<file path="src/sv/cbc_pkg.sv">
// ----------------------------------------------------------------------------
// cbc_pkg
// Shared types and constants of the cartridge bank controller.
// ----------------------------------------------------------------------------
`default_nettype none

package cbc_pkg;

  // Field widths of the bus access and of the result.
  localparam int unsigned AddrW     = 16;
  localparam int unsigned DataW     = 8;
  localparam int unsigned MemAddrW  = 23;
  localparam int unsigned TargetW   = 2;

  // Configuration register widths.
  localparam int unsigned KindW     = 3;
  localparam int unsigned RomCountW = 10;
  localparam int unsigned RamCountW = 5;
  localparam int unsigned CfgIdxW   = 2;
  localparam int unsigned CfgDataW  = 10;

  // Bank numbers are limited to the largest supported ROM and RAM.
  localparam int unsigned MaxRomBanks = 512;
  localparam int unsigned MaxRamBanks = 16;
  localparam int unsigned RomBankW    = $clog2(MaxRomBanks);
  localparam int unsigned RamBankW    = $clog2(MaxRamBanks);

  // Internal nibble RAM of the type 2 controller.
  localparam int unsigned NibDepth = 512;
  localparam int unsigned NibAddrW = $clog2(NibDepth);

  localparam logic [DataW-1:0]     OpenBusByte     = 8'hFF;
  localparam logic [3:0]           RamEnableKey    = 4'hA;
  localparam logic [RomCountW-1:0] Type1LargeBanks = 10'd64;

  // Configuration register indexes.
  localparam logic [CfgIdxW-1:0] CFG_MAPPER_KIND = 2'd0;
  localparam logic [CfgIdxW-1:0] CFG_ROM_BANKS   = 2'd1;
  localparam logic [CfgIdxW-1:0] CFG_RAM_BANKS   = 2'd2;

  typedef enum logic [KindW-1:0] {
    KIND_NONE  = 3'd0,
    KIND_TYPE1 = 3'd1,
    KIND_TYPE2 = 3'd2,
    KIND_TYPE3 = 3'd3,
    KIND_TYPE5 = 3'd4
  } kind_e;

  typedef enum logic [TargetW-1:0] {
    TGT_OPEN     = 2'd0,
    TGT_ROM      = 2'd1,
    TGT_CART_RAM = 2'd2,
    TGT_NIB_RAM  = 2'd3
  } target_e;

  // Configuration as seen by the bank mapping.
  typedef struct packed {
    logic [KindW-1:0]     mapper_kind;
    logic [RomCountW-1:0] rom_bank_count;
    logic [RamCountW-1:0] ram_bank_count;
  } cfg_t;

  // Bank registers written through the ROM range.
  typedef struct packed {
    logic       ram_enable;
    logic [7:0] rom_bank_low;
    logic [1:0] rom_bank_high;
    logic [3:0] ram_bank_select;
    logic       banking_mode;
  } bank_regs_t;

  // Banks currently mapped into the two ROM windows and the RAM window.
  typedef struct packed {
    logic [RomBankW-1:0] rom_lower;
    logic [RomBankW-1:0] rom_upper;
    logic [RamBankW-1:0] ram_bank;
  } banks_t;

endpackage

`default_nettype wire

</file>
<file path="src/sv/cbc_bank_map.sv">
// ----------------------------------------------------------------------------
// cbc_bank_map
// Derives the mapped ROM and RAM banks from the bank registers and the
// configured controller kind and bank counts.
// ----------------------------------------------------------------------------
`default_nettype none

module cbc_bank_map
  import cbc_pkg::*;
(
  input  wire cfg_t       cfg_i,
  input  wire bank_regs_t regs_i,
  output banks_t          banks_o
);

  logic [RomCountW-1:0] rom_count_m1;
  logic [RamCountW-1:0] ram_count_m1;
  logic [RomBankW-1:0]  rom_mask;
  logic [RamBankW-1:0]  ram_mask;
  logic                 large_rom;
  logic [6:0]           t1_upper;
  logic [6:0]           t1_lower;
  logic [1:0]           t1_ram;
  logic [3:0]           t2_upper;
  logic [6:0]           t3_upper;

  assign rom_count_m1 = cfg_i.rom_bank_count - 1'b1;
  assign ram_count_m1 = cfg_i.ram_bank_count - 1'b1;
  assign rom_mask     = rom_count_m1[RomBankW-1:0];
  assign ram_mask     = ram_count_m1[RamBankW-1:0];
  assign large_rom    = cfg_i.rom_bank_count >= Type1LargeBanks;

  always_comb begin
    // Type 1: the two high bits extend the ROM bank on large ROMs, else in
    // mode 1 they select the RAM bank. A zero low part skips to the next bank.
    t1_upper = large_rom ? {regs_i.rom_bank_high, regs_i.rom_bank_low[4:0]}
                         : {2'b00, regs_i.rom_bank_low[4:0]};
    if (regs_i.rom_bank_low[4:0] == 5'd0) begin
      t1_upper[0] = 1'b1;
    end
    t1_lower = (large_rom && regs_i.banking_mode) ? {regs_i.rom_bank_high, 5'd0} : 7'd0;
    t1_ram   = (!large_rom && regs_i.banking_mode) ? regs_i.rom_bank_high : 2'd0;

    t2_upper = (regs_i.rom_bank_low[3:0] == 4'd0) ? 4'd1 : regs_i.rom_bank_low[3:0];
    t3_upper = (regs_i.rom_bank_low[6:0] == 7'd0) ? 7'd1 : regs_i.rom_bank_low[6:0];
  end

  always_comb begin
    banks_o.rom_lower = '0;
    banks_o.rom_upper = RomBankW'(1);
    banks_o.ram_bank  = '0;
    unique case (cfg_i.mapper_kind)
      KIND_TYPE1: begin
        banks_o.rom_lower = RomBankW'(t1_lower) & rom_mask;
        banks_o.rom_upper = RomBankW'(t1_upper) & rom_mask;
        banks_o.ram_bank  = RamBankW'(t1_ram) & ram_mask;
      end
      KIND_TYPE2: begin
        banks_o.rom_upper = RomBankW'(t2_upper) & rom_mask;
      end
      KIND_TYPE3: begin
        banks_o.rom_upper = RomBankW'(t3_upper) & rom_mask;
        banks_o.ram_bank  = RamBankW'(regs_i.ram_bank_select[1:0]) & ram_mask;
      end
      KIND_TYPE5: begin
        banks_o.rom_upper = RomBankW'({regs_i.rom_bank_high[0], regs_i.rom_bank_low})
                            & rom_mask;
        banks_o.ram_bank  = RamBankW'(regs_i.ram_bank_select) & ram_mask;
      end
      default: begin
        // No banking: fixed lower and upper banks, RAM bank zero.
      end
    endcase
  end

endmodule

`default_nettype wire

</file>
<file path="src/sv/cartridge_bank_controller.sv">
// ----------------------------------------------------------------------------
// cartridge_bank_controller
// Translates cartridge bus accesses into ROM, cartridge RAM or nibble RAM
// requests and keeps the bank registers of the selected controller kind.
// ----------------------------------------------------------------------------
// Usage:
// Each request on the slave stream is one bus access: tuser carries the
// read/write flag, tdata the address and the write byte. Each request gives
// exactly one result on the master stream: tuser carries the target and
// tdata the translated address, the write strobe and byte and the read byte.
// A result appears in the cycle after its request is accepted, and unless the
// receiver stalls, the throughput is one access per cycle.
// Bank register writes take effect on the very next access.
// The result register holds its contents while the receiver stalls; the next
// request is taken in the same cycle in which the held result is taken.
// After reset the 512-entry nibble RAM is cleared one entry per cycle, and
// the slave side stays not ready until the clearing is done. Configuration
// writes are taken at any time, including during that clearing pass.
// Reset sets the controller to no banking with two ROM banks and no RAM.
// ----------------------------------------------------------------------------
`default_nettype none

module cartridge_bank_controller
  import cbc_pkg::*;
(
  input  wire logic                clk_i,
  input  wire logic                rst_ni,

  // Configuration write port.
  input  wire logic                cfg_we_i,
  input  wire logic [CfgIdxW-1:0]  cfg_idx_i,
  input  wire logic [CfgDataW-1:0] cfg_data_i,

  // Bus access requests.
  input  wire logic                s_axis_tvalid,
  output      logic                s_axis_tready,
  input  wire logic [23:0]         s_axis_tdata,   // address[15:0], write_data[23:16]
  input  wire logic                s_axis_tuser,   // operation[0]

  // Access results.
  output      logic                m_axis_tvalid,
  input  wire logic                m_axis_tready,
  output      logic [39:0]         m_axis_tdata,   // memory_address[22:0],
                                                   // memory_write[23],
                                                   // memory_write_data[31:24],
                                                   // read_data[39:32]
  output      logic [TargetW-1:0]  m_axis_tuser    // target[1:0]
);

  // Configuration registers.
  cfg_t       cfg_q;

  // Bank registers and the mapping derived from them.
  bank_regs_t regs_q, regs_d;
  banks_t     banks;

  // Request fields.
  logic              op_write;
  logic [AddrW-1:0]  addr;
  logic [DataW-1:0]  wdata;
  logic              accept;

  // Access decode.
  logic              in_rom_range;
  logic              in_ram_range;
  logic              kind_known;
  logic              enable_key;
  logic [NibAddrW-1:0] nib_idx;
  logic              nib_write;

  // Result computed for the request being accepted.
  target_e             res_target;
  logic [MemAddrW-1:0] res_addr;
  logic                res_mw;
  logic [DataW-1:0]    res_mwd;
  logic [DataW-1:0]    res_rd;
  logic                res_nib_read;

  // Result register.
  logic                out_valid_q;
  target_e             out_target_q;
  logic [MemAddrW-1:0] out_addr_q;
  logic                out_mw_q;
  logic [DataW-1:0]    out_mwd_q;
  logic [DataW-1:0]    out_rd_q;
  logic                out_nib_q;

  // Nibble RAM and its clearing pass.
  logic [3:0]          nib_mem [NibDepth];
  logic [3:0]          nib_rd_q;
  logic                clr_busy_q;
  logic [NibAddrW-1:0] clr_cnt_q;
  logic                mem_we;
  logic [NibAddrW-1:0] mem_waddr;
  logic [3:0]          mem_wdata;

  assign op_write = s_axis_tuser;
  assign addr     = s_axis_tdata[15:0];
  assign wdata    = s_axis_tdata[23:16];

  // The result register is free when empty or when its result leaves now.
  assign s_axis_tready = !clr_busy_q && (!out_valid_q || m_axis_tready);
  assign accept        = s_axis_tvalid && s_axis_tready;

  // --------------------------------------------------------------------------
  // Configuration registers
  // --------------------------------------------------------------------------
  always_ff @(posedge clk_i or negedge rst_ni) begin
    if (!rst_ni) begin
      cfg_q.mapper_kind    <= KIND_NONE;
      cfg_q.rom_bank_count <= RomCountW'(2);
      cfg_q.ram_bank_count <= '0;
    end else if (cfg_we_i) begin
      unique case (cfg_idx_i)
        CFG_MAPPER_KIND: cfg_q.mapper_kind    <= cfg_data_i[KindW-1:0];
        CFG_ROM_BANKS:   cfg_q.rom_bank_count <= cfg_data_i[RomCountW-1:0];
        CFG_RAM_BANKS:   cfg_q.ram_bank_count <= cfg_data_i[RamCountW-1:0];
        default: begin
          // Indexes beyond the register list are ignored.
        end
      endcase
    end
  end

  cbc_bank_map u_bank_map (
    .cfg_i   (cfg_q),
    .regs_i  (regs_q),
    .banks_o (banks)
  );

  // --------------------------------------------------------------------------
  // Access decode
  // --------------------------------------------------------------------------
  assign in_rom_range = !addr[15];
  assign in_ram_range = (addr[15:13] == 3'b101);
  assign kind_known   = (cfg_q.mapper_kind == KIND_TYPE1) ||
                        (cfg_q.mapper_kind == KIND_TYPE2) ||
                        (cfg_q.mapper_kind == KIND_TYPE3) ||
                        (cfg_q.mapper_kind == KIND_TYPE5);
  assign enable_key   = (wdata[3:0] == RamEnableKey);
  assign nib_idx      = addr[NibAddrW-1:0];

  // Writes into the ROM range program the bank registers of the current kind.
  always_comb begin
    regs_d = regs_q;
    if (accept && op_write && in_rom_range) begin
      unique case (cfg_q.mapper_kind)
        KIND_TYPE1: begin
          unique case (addr[14:13])
            2'd0: regs_d.ram_enable    = enable_key;
            2'd1: regs_d.rom_bank_low  = wdata;
            2'd2: regs_d.rom_bank_high = wdata[1:0];
            2'd3: regs_d.banking_mode  = wdata[0];
            default: ;
          endcase
        end
        KIND_TYPE2: begin
          if (!addr[14]) begin
            if (addr[8]) begin
              regs_d.rom_bank_low = wdata;
            end else begin
              regs_d.ram_enable = enable_key;
            end
          end
        end
        KIND_TYPE3: begin
          unique case (addr[14:13])
            2'd0: regs_d.ram_enable      = enable_key;
            2'd1: regs_d.rom_bank_low    = wdata;
            2'd2: regs_d.ram_bank_select = {2'b00, wdata[1:0]};
            default: ;
          endcase
        end
        KIND_TYPE5: begin
          unique case (addr[14:12])
            3'd0, 3'd1: regs_d.ram_enable      = enable_key;
            3'd2:       regs_d.rom_bank_low    = wdata;
            3'd3:       regs_d.rom_bank_high   = wdata[1:0];
            3'd4, 3'd5: regs_d.ram_bank_select = wdata[3:0];
            default: ;
          endcase
        end
        default: begin
          // No banking: control writes have no effect.
        end
      endcase
    end
  end

  always_ff @(posedge clk_i or negedge rst_ni) begin
    if (!rst_ni) begin
      regs_q.ram_enable      <= 1'b0;
      regs_q.rom_bank_low    <= 8'd1;
      regs_q.rom_bank_high   <= 2'd0;
      regs_q.ram_bank_select <= 4'd0;
      regs_q.banking_mode    <= 1'b0;
    end else begin
      regs_q <= regs_d;
    end
  end

  // Result of the access, taken from the bank state before its own update.
  always_comb begin
    res_target   = TGT_OPEN;
    res_addr     = '0;
    res_mw       = 1'b0;
    res_mwd      = '0;
    res_nib_read = 1'b0;
    nib_write    = 1'b0;
    if (in_rom_range) begin
      if (!op_write) begin
        res_target = TGT_ROM;
        res_addr   = {(addr[14] ? banks.rom_upper : banks.rom_lower), addr[13:0]};
      end
    end else if (in_ram_range) begin
      if (cfg_q.mapper_kind == KIND_TYPE2) begin
        if (regs_q.ram_enable) begin
          res_target   = TGT_NIB_RAM;
          res_addr     = MemAddrW'(nib_idx);
          nib_write    = op_write;
          res_nib_read = !op_write;
        end
      end else if ((cfg_q.ram_bank_count != '0) && (regs_q.ram_enable || !kind_known)) begin
        res_target = TGT_CART_RAM;
        res_addr   = MemAddrW'({banks.ram_bank, addr[12:0]});
        res_mw     = op_write;
        res_mwd    = op_write ? wdata : '0;
      end
    end
    res_rd = (res_target == TGT_OPEN) ? OpenBusByte : '0;
  end

  // --------------------------------------------------------------------------
  // Nibble RAM: one write port shared with the clearing pass, one read port
  // whose data is registered at acceptance.
  // --------------------------------------------------------------------------
  assign mem_we    = clr_busy_q || (accept && nib_write);
  assign mem_waddr = clr_busy_q ? clr_cnt_q : nib_idx;
  assign mem_wdata = clr_busy_q ? 4'h0 : wdata[3:0];

  always_ff @(posedge clk_i) begin
    if (mem_we) begin
      nib_mem[mem_waddr] <= mem_wdata;
    end
    if (accept) begin
      nib_rd_q <= nib_mem[nib_idx];
    end
  end

  always_ff @(posedge clk_i or negedge rst_ni) begin
    if (!rst_ni) begin
      clr_busy_q <= 1'b1;
      clr_cnt_q  <= '0;
    end else if (clr_busy_q) begin
      clr_cnt_q <= clr_cnt_q + 1'b1;
      if (clr_cnt_q == NibAddrW'(NibDepth - 1)) begin
        clr_busy_q <= 1'b0;
      end
    end
  end

  // --------------------------------------------------------------------------
  // Result register
  // --------------------------------------------------------------------------
  always_ff @(posedge clk_i or negedge rst_ni) begin
    if (!rst_ni) begin
      out_valid_q <= 1'b0;
    end else if (accept) begin
      out_valid_q <= 1'b1;
    end else if (m_axis_tready) begin
      out_valid_q <= 1'b0;
    end
  end

  always_ff @(posedge clk_i) begin
    if (accept) begin
      out_target_q <= res_target;
      out_addr_q   <= res_addr;
      out_mw_q     <= res_mw;
      out_mwd_q    <= res_mwd;
      out_rd_q     <= res_rd;
      out_nib_q    <= res_nib_read;
    end
  end

  assign m_axis_tvalid = out_valid_q;
  assign m_axis_tuser  = out_target_q;
  assign m_axis_tdata  = {(out_nib_q ? {4'hF, nib_rd_q} : out_rd_q),
                          out_mwd_q, out_mw_q, out_addr_q};

  // --------------------------------------------------------------------------
  // Assertions
  // --------------------------------------------------------------------------
  // A cartridge RAM write strobe only comes with a cartridge RAM target.
  assert property (@(posedge clk_i) disable iff (!rst_ni)
    (out_valid_q && out_mw_q) |-> (out_target_q == TGT_CART_RAM))
    else $error("write strobe without cartridge RAM target");

  // Open bus always reads as all ones.
  assert property (@(posedge clk_i) disable iff (!rst_ni)
    (out_valid_q && (out_target_q == TGT_OPEN)) |-> (m_axis_tdata[39:32] == OpenBusByte))
    else $error("open bus result does not read as all ones");

  // A new result only follows a request that was taken outside the clearing
  // pass of the nibble RAM.
  assert property (@(posedge clk_i) disable iff (!rst_ni)
    $rose(out_valid_q) |-> $past(accept && !clr_busy_q))
    else $error("result produced without an accepted request");

endmodule

`default_nettype wire

</file>
<file path="config.mk">
export PLATFORM = sky130hd
export DESIGN_NAME = cartridge_bank_controller
export DESIGN_NICKNAME = d
export VERILOG_FILES = /design/src/sv/cbc_pkg.sv /design/src/sv/cbc_bank_map.sv /design/src/sv/cartridge_bank_controller.sv
export SDC_FILE = /design/constraint.sdc
export NUM_CORES = 2
export LEC_CHECK = 0
export BUFFER_PORTS_ARGS = -buffer_cell sky130_fd_sc_hd__buf_2
export CORE_AREA = 2 2 378 661
export CTS_BUF_LIST = sky130_fd_sc_hd__clkbuf_4 sky130_fd_sc_hd__clkbuf_8
export DETAILED_ROUTE_END_ITERATION = 16
export DIE_AREA = 0 0 380 663
export GPL_ROUTABILITY_DRIVEN = 1
export GPL_TIMING_DRIVEN = 0
export HOLD_SLACK_MARGIN = 0.06
export PLACE_DENSITY = 0.56
export SLEW_MARGIN = 40
export SYNTH_ARGS = -nofsm -noshare
export SYNTH_HDL_FRONTEND = slang
export SYNTH_SLANG_ARGS = --single-unit
</file>
<file path="constraint.sdc">
create_clock -name clk_i -period 43.9 [get_ports clk_i]
set_input_delay 8.78 -clock clk_i [delete_from_list [all_inputs] [get_ports clk_i]]
set_output_delay 8.78 -clock clk_i [all_outputs]
set_load 0.05 [all_outputs]
</file>
==> metrics.txt <==
global-route wire length before repair 458,000 µm; post-route ant nets 0; vias in the first global route 52,000; delay-heaviest family, CP buffers and inverters; # setup viols final 0; GRT Total Usage 0.273; CTS resizes 0; Setup Skew 0.0878 ns; Pleak 0.0323 µW; top cells by area, synth edfxtp_1 73%, mux4_2 8.4%, mux2i_1 4.5%, nor2_1 2.6%, o221ai_1 1.7%; Pre-Repair DR Iteration Count 8; worst path cell trace buf_2, nor2b_1, nor2_1, buf_2; async set or reset register ratio after synthesis 0.0211; Flop pwr share 0.532; Sw Ratio 0.245; clk sinks 2,133; post-synth top area share 0.729; Tmin final 18.08 ns; Worst Path Required 35.12 ns; setup_tns 0 ns; metal1 wirelength 106,000 µm; register area share after synthesis 0.743; gp weighted congestion 1.07; Buf+Inv Stages, Crit Path 2; die area 252,000 µm²; endpoint class of the critical path primary output; die width 380 µm; post-CTS setup buffers 0; Reg clk slew, reported paths 0.06 ns; largest net degree at the start of global routing 41; critical path class primary input to primary output; Ports 86; CP max stage cell buf_2; Top FF cell, synth edfxtp_1; Clk network pwr share 0.387; CTS tree built; Die Y-Extent 663 µm; Max-slew headroom 0.356; P_int 3200 µW; core area 247,000 µm²; Final Hold Fails 0; routed len/inst 39.8 µm; clock network latency to the later pin of the worst-skew pair 0.97 ns; syn avg cell area 18.3 µm²; Logic pwr share 0.081; Post-Syn Area 86,000 µm²; leading area contributor after synthesis edfxtp_1; gr ovfl total 0; data arrival time of the critical path 9.30 ns; Worst VDD drop 0.0212 mV; Final #Nets 5,286; Routed WL 350,000 µm; buffer depth of the longest clock path 4; placed cell area 93,900 µm²; WL met2 176,000 µm; Final Cell Area 100,000 µm²; Avg Vias per Cell 5.86; unrepaired setup endpoints after global routing no; critical path fanouts, max 2; post-synth cell types 76; Area Overhead vs Synth 16.5%; number of max-cap violations 0; status completed; CTS hold repair buffers 0; pwr dens 42.3 nW/µm²; placement row count 242; post-synthesis register bit count 2,133; Tcrit/Tclk final 0.412; htree depth 5; CP max stage delay 0.21 ns; Top Metal Used met5; Slew @ Worst Pin 0.964 ns; wire length on met3 27,400 µm; Root Driver clkbuf_8; CTS Buf Count 315; Synthesized Nets 4,748; HPWL after detailed placement 255,000 µm; initial detailed-routing violation count 6,542; FMAX 55.3 MHz; worst hold stages 1; DR vias 51,423; DRC Markers 0; sw power 1040 µW; post-layout util 0.405; most used cell along the critical path buf_2; critical path startpoint category primary input; port bufs 79; Hold Crit Class flop to flop; layout cell share with drive strength beyond 1 0.255; initial antenna violation count 26; starting density of the core 0.348; Fin Hold WS 0.498 ns; total power 4230 µW; Crit path depth 4; Final Max Slew Viols 0; YS warnings 0; r2r worst-path depth 8; Post-Synthesis Cells 4,700; Post-synth EDFFs 2,088
==> area by class of cell <==
| type | count | area (µm²) |
|---|---|---|
| Multi-Input combinational cell | 2245 | 20300 |
| Sequential cell | 2133 | 63800 |
| Inverter | 19 | 71.3 |
| Antenna cell | 23 | 57.6 |
| Timing Repair Buffer | 221 | 3540 |
| Clock buffer | 409 | 5090 |
| Tap cell | 3294 | 4120 |
| Clock inverter | 133 | 1020 |
| Fill cell | 22370 | 147000 |
| Buffer | 303 | 2200 |
==> kinds of logic after synthesis <==
| group | Yosys count | share of synthesized area |
|---|---|---|
| compound gates | 496 | 0.0425 |
| xor+xnor | 16 | 0.00163 |
| buf+inv | 322 | 0.0243 |
| fa+ha+maj | 6 | 0.000873 |
| flops | 2133 | 0.743 |
| mux | 770 | 0.140 |
| simple gates | 957 | 0.0478 |
==> Yosys cell counts, drive strengths merged (6+ instances only) <==
master and instances:
mux2 44, nand4 13, dfrtp 42, nand3 63, inv 19, ha 6, a211oi 12, and2 27
buf 168, nor2 592, nor3 39, a222oi 10, o22ai 90, mux4 339, edfxtp 2088, and3 7
nor2b 10, o21ai 56, mux2i 387, xor2 12, nand2 145, o221ai 170, nor4 22, a32oi 10
a21oi 90, o31ai 8, nand3b 8, nand2b 9, clkbuf 135, a22oi 23
==> flip-flops by register name (all words and copies together), names as in the netlist <==
register       flops
out_rd_q           1
clr_busy_q         1
cfg_q             18
m_axis_tvalid      1
out_addr_q        23
m_axis_tuser       2
regs_q            16
out_mwd_q          8
nib_rd_q           4
clr_cnt_q          9
nib_mem         2048
out_nib_q          1
out_mw_q           1
==> layer usage <==
| layer | up-vias | track usage |
|---|---|---|
| met5 | - | 0 |
| met3 | 1189 | 0.0574 |
| li1 | 20135 | - |
| met2 | 3417 | 0.474 |
| met1 | 26674 | 0.270 |
| met4 | 8 | 0.255 |
==> cells in the final DEF, fill, tap and decap left out, drive strengths merged, types with 9 or more instances in the layout <==
cell	Yosys	final
nor2b	10	10
nor2	592	592
nand4	13	13
and2	27	27
clkinvlp	0	11
clkbuf	135	544
a22oi	23	23
nor3	39	39
o22ai	90	90
nand3	63	63
edfxtp	2088	2088
nand2b	9	9
a21oi	90	90
o21ai	56	56
buf	168	389
mux2	44	44
dfrtp	42	42
mux4	339	339
nor4	22	22
bufinv	0	15
a211oi	12	12
clkinv	0	104
inv	19	22
mux2i	387	387
a222oi	10	10
nand2	145	145
diode	0	23
o221ai	170	170
xor2	12	12
a32oi	10	10
==> through the flow <==
step / worst slack (ns) / instances
global route: 25.77 / 8759
finish: 25.82 / 8780
CTS: 25.81 / 8755
global placement: 4.69 / 8073
floorplan: 20.22 / 4700
detailed placement: 25.82 / 8213
==> path summary, 6_finish.rpt <==
| kind | start | to | slack [ns] |
|---|---|---|---|
| worst min register to register | regs_q[14] | regs_q[14] | 0.50 |
| worst max register to register | cfg_q[17] | nib_mem[220][0] | 38.90 |
| max in group asynchronous | rst_ni | clr_busy_q | 35.70 |
| worst max-delay path | m_axis_tready | s_axis_tready | 25.82 |
| min in group asynchronous | rst_ni | regs_q[12] | 7.64 |
| worst min-delay path | regs_q[14] | regs_q[14] | 0.50 |
==> power by group through the flow <==
stage | sequential [µW] | clock [µW] | combinational (µW)
2_1_floorplan | 2320 | 0 | 147
6_report | 2250 | 1640 | 343
3_5_place_dp | 2300 | 0 | 331
3_3_place_gp | 2340 | 0 | 297
4_1_cts | 2250 | 1640 | 332
5_1_grt | 2250 | 1720 | 343
No activity file was read; power rests on OpenSTA's default activity.
